==> config.mk <==
export PLATFORM = sky130hd
export DESIGN_NAME = dau_queue
export DESIGN_NICKNAME = d
export VERILOG_FILES = /design/src/rtl/dau_pkg.sv /design/src/rtl/dau_queue.sv
export SDC_FILE = /design/constraint.sdc
export NUM_CORES = 1
export LEC_CHECK = 0
export BUFFER_PORTS_ARGS = -buffer_cell sky130_fd_sc_hd__buf_2
export CORE_AREA = 3 3 226 228
export CTS_CLUSTER_DIAMETER = 120
export CTS_CLUSTER_SIZE = 20
export DETAILED_ROUTE_END_ITERATION = 6
export DIE_AREA = 0 0 229 231
export GPL_ROUTABILITY_DRIVEN = 0
export GPL_TIMING_DRIVEN = 1
export PLACE_DENSITY = 0.73
export SLEW_MARGIN = 20
export SYNTH_ARGS = -nofsm -noshare
export SYNTH_HDL_FRONTEND = slang
export SYNTH_SLANG_ARGS = --single-unit
export TNS_END_PERCENT = 1
==> constraint.sdc <==
create_clock -name clk -period 13.7 [get_ports clk]
set_clock_uncertainty 0.15 [all_clocks]
set_input_delay 0.685 -clock clk [delete_from_list [all_inputs] [get_ports clk]]
set_output_delay 0.685 -clock clk [all_outputs]
set_load 0.05 [all_outputs]
==> src/rtl/dau_pkg.sv <==
// Shared types, widths and constants of the dihedral angle unit.
package dau_pkg;

  localparam int COORD_BITS = 24;
  localparam int IDX_W      = 10;
  localparam int ATOM_DEPTH = 1024;
  localparam int ANGLE_W    = 17;
  localparam int QDEPTH     = 2;
  localparam int QPTR_W     = 1;

  // Datapath widths of the back end.
  localparam int DIFF_W    = COORD_BITS + 1;
  localparam int NORM_W    = 2 * DIFF_W + 1;
  localparam int RED_W     = 16;
  localparam int PQ_W      = 2 * RED_W + 1;
  localparam int MUL_W     = 34;
  localparam int PROD_W    = 2 * MUL_W;
  localparam int ACC_W     = 80;
  localparam int SQ_W      = 64;
  localparam int ROOT_W    = 32;
  localparam int REM_W     = ROOT_W + 2;
  localparam int XD_W      = 34;
  localparam int CV_W      = 36;
  localparam int Z_W       = 26;
  localparam int ATAN_W    = 22;
  localparam int DIR_SPLIT = 26;
  localparam int CORDIC_STEPS = 20;

  localparam int DEG90_Z      = 5898240;
  localparam int DEG180_Z     = 11796480;
  localparam int FULL_TURN_Q8 = 92160;

  localparam logic CMD_LOAD  = 1'b0;
  localparam logic CMD_QUERY = 1'b1;

  typedef logic signed [COORD_BITS-1:0] coord_t;

  typedef struct packed {
    coord_t x;
    coord_t y;
    coord_t z;
  } atom_t;

  typedef struct packed {
    atom_t a;
    atom_t b;
    atom_t c;
    atom_t d;
  } query_t;

  typedef struct packed {
    logic                         cmd;
    logic [IDX_W-1:0]             atom_slot;
    logic signed [COORD_BITS-1:0] coord_x;
    logic signed [COORD_BITS-1:0] coord_y;
    logic signed [COORD_BITS-1:0] coord_z;
    logic [IDX_W-1:0]             first_atom;
    logic [IDX_W-1:0]             second_atom;
    logic [IDX_W-1:0]             third_atom;
    logic [IDX_W-1:0]             fourth_atom;
  } req_t;

  typedef struct packed {
    logic [ANGLE_W-1:0] angle_deg;
    logic               degenerate;
  } rsp_t;

  // atan(2^-i) in degrees scaled by 2^16, rounded to nearest.
  function automatic logic [ATAN_W-1:0] atan_q16(input logic [4:0] i);
    logic [ATAN_W-1:0] v;
    case (i)
      5'd0:    v = 22'd2949120;
      5'd1:    v = 22'd1740967;
      5'd2:    v = 22'd919879;
      5'd3:    v = 22'd466945;
      5'd4:    v = 22'd234379;
      5'd5:    v = 22'd117304;
      5'd6:    v = 22'd58666;
      5'd7:    v = 22'd29335;
      5'd8:    v = 22'd14668;
      5'd9:    v = 22'd7334;
      5'd10:   v = 22'd3667;
      5'd11:   v = 22'd1833;
      5'd12:   v = 22'd917;
      5'd13:   v = 22'd458;
      5'd14:   v = 22'd229;
      5'd15:   v = 22'd115;
      5'd16:   v = 22'd57;
      5'd17:   v = 22'd29;
      5'd18:   v = 22'd14;
      5'd19:   v = 22'd7;
      default: v = '0;
    endcase
    return v;
  endfunction

endpackage

==> src/rtl/dau_queue.sv <==
// Short queue of gathered queries between the front and back ends.
module dau_queue (
  input  logic            clk,
  input  logic            rst,
  input  logic            push,
  input  dau_pkg::query_t push_data,
  output logic            full,
  input  logic            pop,
  output logic            valid,
  output dau_pkg::query_t pop_data
);

  dau_pkg::query_t entries [dau_pkg::QDEPTH];
  logic [dau_pkg::QPTR_W-1:0] wr_ptr;
  logic [dau_pkg::QPTR_W-1:0] rd_ptr;
  logic [dau_pkg::QPTR_W:0]   count;

  assign full     = (count == (dau_pkg::QPTR_W + 1)'(dau_pkg::QDEPTH));
  assign valid    = (count != '0);
  assign pop_data = entries[rd_ptr];

  always_ff @(posedge clk) begin
    if (push) begin
      entries[wr_ptr] <= push_data;
    end
  end

  always_ff @(posedge clk) begin
    if (rst) begin
      wr_ptr <= '0;
      rd_ptr <= '0;
      count  <= '0;
    end else begin
      if (push) begin
        wr_ptr <= wr_ptr + 1'b1;
      end
      if (pop) begin
        rd_ptr <= rd_ptr + 1'b1;
      end
      if (push && !pop) begin
        count <= count + 1'b1;
      end else if (pop && !push) begin
        count <= count - 1'b1;
      end
    end
  end

`ifndef SYNTHESIS
  a_no_overflow: assert property (@(posedge clk) disable iff (rst)
    push |-> !full || pop)
    else $error("queue written while full");

  a_no_underflow: assert property (@(posedge clk) disable iff (rst)
    pop |-> count != '0)
    else $error("queue read while empty");

  a_count_range: assert property (@(posedge clk) disable iff (rst)
    count <= (dau_pkg::QPTR_W + 1)'(dau_pkg::QDEPTH))
    else $error("queue count beyond its depth");
`endif

endmodule

# Yosys cells after proc, flatten, opt, wreduce, memory -nomap -nowiden
# Memory sizes are Yosys's and may differ from the RTL's. A register that Yosys moved wholly into a read port is not among the register bits.
# Cells that the tools add are included.
word_totals:
  regBits: 4
  latchBits: 0
  ram_bits: 576
  romBits: 0
  inputBits: 292
  output_inout_bits: 290
  word_cells: 21
  memories: 1
op_classes:
  n_addsub: 4
  n_mul: 0
  div: 0
  magnitude_cmp: 0
  eq_ne: 1
  shifts: 0
  muxes: 6
  n_bitwise: 0
  reduce_logical: 6
memory_table:
  columns: ["memory", "depth", "width", "rd", "rd_ports_with_merged_regs", "wr", "line", "text"]
  rows:
  - ["entries", 2, 288, 1, 1, 1, "dau_queue.sv:13", "dau_pkg::query_t entries [dau_pkg::QDEPTH];"]
ops:
  columns: ["operator", "n"]
  rows:
  - ["2-to-1 mux 1 bit", 4]
  - ["2-to-1 mux 2 bit", 2]
  - ["nonzero test 2 bit", 2]
  - ["adder 1 bit (second input constant)", 2]
  - ["adder 2 x 1 -> 2 bit (second input constant)", 1]
  - ["equality test 2 bit (second input constant)", 1]
  - ["logical AND 1 bit", 2]
  - ["zero test 1 bit", 2]
  - ["subtractor 2 x 1 -> 2 bit (second input constant)", 1]

# Logic depth before layout (Yosys ltp)
logic_depth:
  depth_word: 4
  ltp_mapped: 5
  mapped_depth_nobuf: 5

# Worst setup path after synthesis
# No wires, ideal clock.
synth_path:
  path_kind: "input -> register"
  from: "input push"
  to: "memory entries[0][0] (netlist bit), enable pin"
  setup_ps: 977
  t_arrival_ps: 13067
  path_slack_ps: -495
  stages: 1
  n_path_buf: 0
  path_cell_list: "nor2b_1"
synth_via:
  elab_chain_len: 2
synth_rtl:
  columns: ["element", "line", "text"]
  rows:
  - ["from (decl)", "dau_queue.sv:5", "input logic push,"]
  - ["2-to-1 mux 1 bit", "dau_queue.sv:23", "if (push) begin"]
  - ["2-to-1 mux 1 bit (implied by the code)", "dau_queue.sv:24", "entries[wr_ptr] <= push_data;"]
  - ["to (decl)", "dau_queue.sv:13", null]
# Every way passes these cells.

==> out/metrics.yaml <==
status: "complete, no violations"
clkSlewWorstSetupHoldPaths_ps: 80
slew_headroom_pct: 23.2
ant_nets: 0
routedWlPerCell_microns: 21.5
rows: 81
worst_slew_pin_slew_ps: 1150
clk_latency_ps: 540
placed_area_sq_um: 25300
dp.final_hpwl_mm: 33.6
max_freq_mhz: 211
tns_ps: 0
vias_per_cell: 4.89
grt_pass1_wl_mm: 68.2
nets: 1806
root_buffer: "clkbuf_16"
synth_seq_cells: 581
syn_area_sq_um: 21800
numPortBuffers: 581
hold_violations: 0
post_cts_resized: 0
drc: 0
cts_buffers: 35
seq_area_frac_synth_pct: 79.7
period_minus_slack_ps: 4730
drt_pass1_iterations: 4
crit_type: "reg -> out"
die-height_microns: 231
overflow: 0
critPathLaunchType: "register"
setup_viol_count_final: 0
die_w_microns: 229
drive_gt1_share_pct: 60.5
pin_count: 582
antenna_found_initial: 15
synth_cells: 918
ir_worst_vdd_mv: 0.131
synth.avg_cell_area_sq_um: 23.8
drt_wl_total_mm: 47.1
core_sq_um: 49100
cts_hold_buf: 0
cp_data_required_time_ps: 12860
grt_pass1_vias: 11100
start_util_pct: 44.5
area_growth_pct: 20.7
tritoncts: "built"
grt_usage_pct: 17.1
p_leak_nw: 10.1
drv_cap: 0
fin_area_sq_um: 26300
synthesis.nets: 1211
htreeDepth: 2
cellPowerDensity_nw_per_um2: 148
die_area_sq_um: 52900
final_common_cell: "buf_2"
cts_sinks: 581
fillers: 3901
fin_crit_sh_pct: 34.5
synth_warnings: 0
post_cts_buffers: 0
min_path_type: "in -> reg"
slew_violations: 0
arrival_ps: 3900
drt_iter0_drc: 660
grt_max_degree: 152
crit_fanout: 55
end_kind: "primary output"
via_count: 10700
grt_setup_unrepaired: "false"
mostFrequentLayoutCells: "581 x buf_2, 576 x edfxtp_1, 200 x mux2_4, 88 x mux2_2, 37 x clkbuf_16"
ys_types: 17
final_core_util_pct: 53.7
clock_path_buffers: 3
## stage by stage
stage	std cells	worst slack (ps)	total power (W)	hold slack, ps
after floorplan	918	4930	0.00275	306
after global placement	2140	9340	0.00291	324
after detailed placement	2140	9350	0.00292	351
after CTS	2184	8720	0.00393	121
after global routing	2190	8760	0.00403	127
final	2192	8970	0.00389	168
## per-layer routing
layer,up-vias,track usage [%],part of all wire [%]
met3,83,5.71,9.1
met1,5366,19.9,37
met5,-,0,0.17
li1,4818,-,-
met4,12,6.16,3.0
met2,449,29.7,51
## layout make-up
class	instances	area (sq um)	share of cell area (%)
antenna	8	20.0	0.0760
inverter	1	3.75	0.0143
clock buffer	43	948	3.60
sequential	581	17400	66.1
multi-input combinational	304	4110	15.6
timing repair buffer	590	3010	11.4
tap	664	831	3.15
clock inverter	1	20.0	0.0760
## state kept, by name (all words and copies together) (netlist names), named ones only
name,count
entries,576
count,2
rd_ptr,1
wr_ptr,1
## final timing paths
check / slack [ps] / start / cells after the start / end
min: 170 / push_data[7] / 1 / entries[1][7]
min reg2reg: 370 / count[1] / 2 / count[1]
max reg2reg: 10550 / wr_ptr / 3 / entries[0][102]
max: 8970 / register / 4 / pop_data[85]
## kinds of logic (layout without fill, tap and decap cells)
kind of cell	Yosys count	after routing	share of synthesized area, %
buffers and inverters	33	635	1.50
AO/OA/AOI/OAI	2	2	0.0458
flip-flops	581	581	79.7
other	0	8	0
XOR/XNOR	4	4	0.161
AND/OR/NAND/NOR	9	9	0.212
multiplexers	288	288	18.3
adder cells (fa/ha/maj)	1	1	0.0573
## report_power, final
group,switching [W],internal [W]
Combinational,0.000528,0.000232
Clock,0.000528,0.000491
Sequential,0.0000345,0.00208
Total,0.00109,0.00280
## critical path, stage by stage, from the launching register on
cell and delay (ps):
dfxtp_4 870, buf_4 890, buf_4 870, mux2_4 360, buf_2 210
## cells in the mapped netlist (all sizes together)
library cell  count  area share (%)
a21oi             1           0.023
nor2              4           0.069
mux2            288              18
buf              32             1.5
inv               1           0.017
and2              1           0.029
xnor2             2           0.080
ha                1           0.057
nor2b             2           0.057
dfxtp             5            0.46
xor2              2           0.080
edfxtp          576              79
or2               1           0.029
or3               1           0.029
o21ai             1           0.023
No activity file was read; power rests on OpenSTA's default activity.
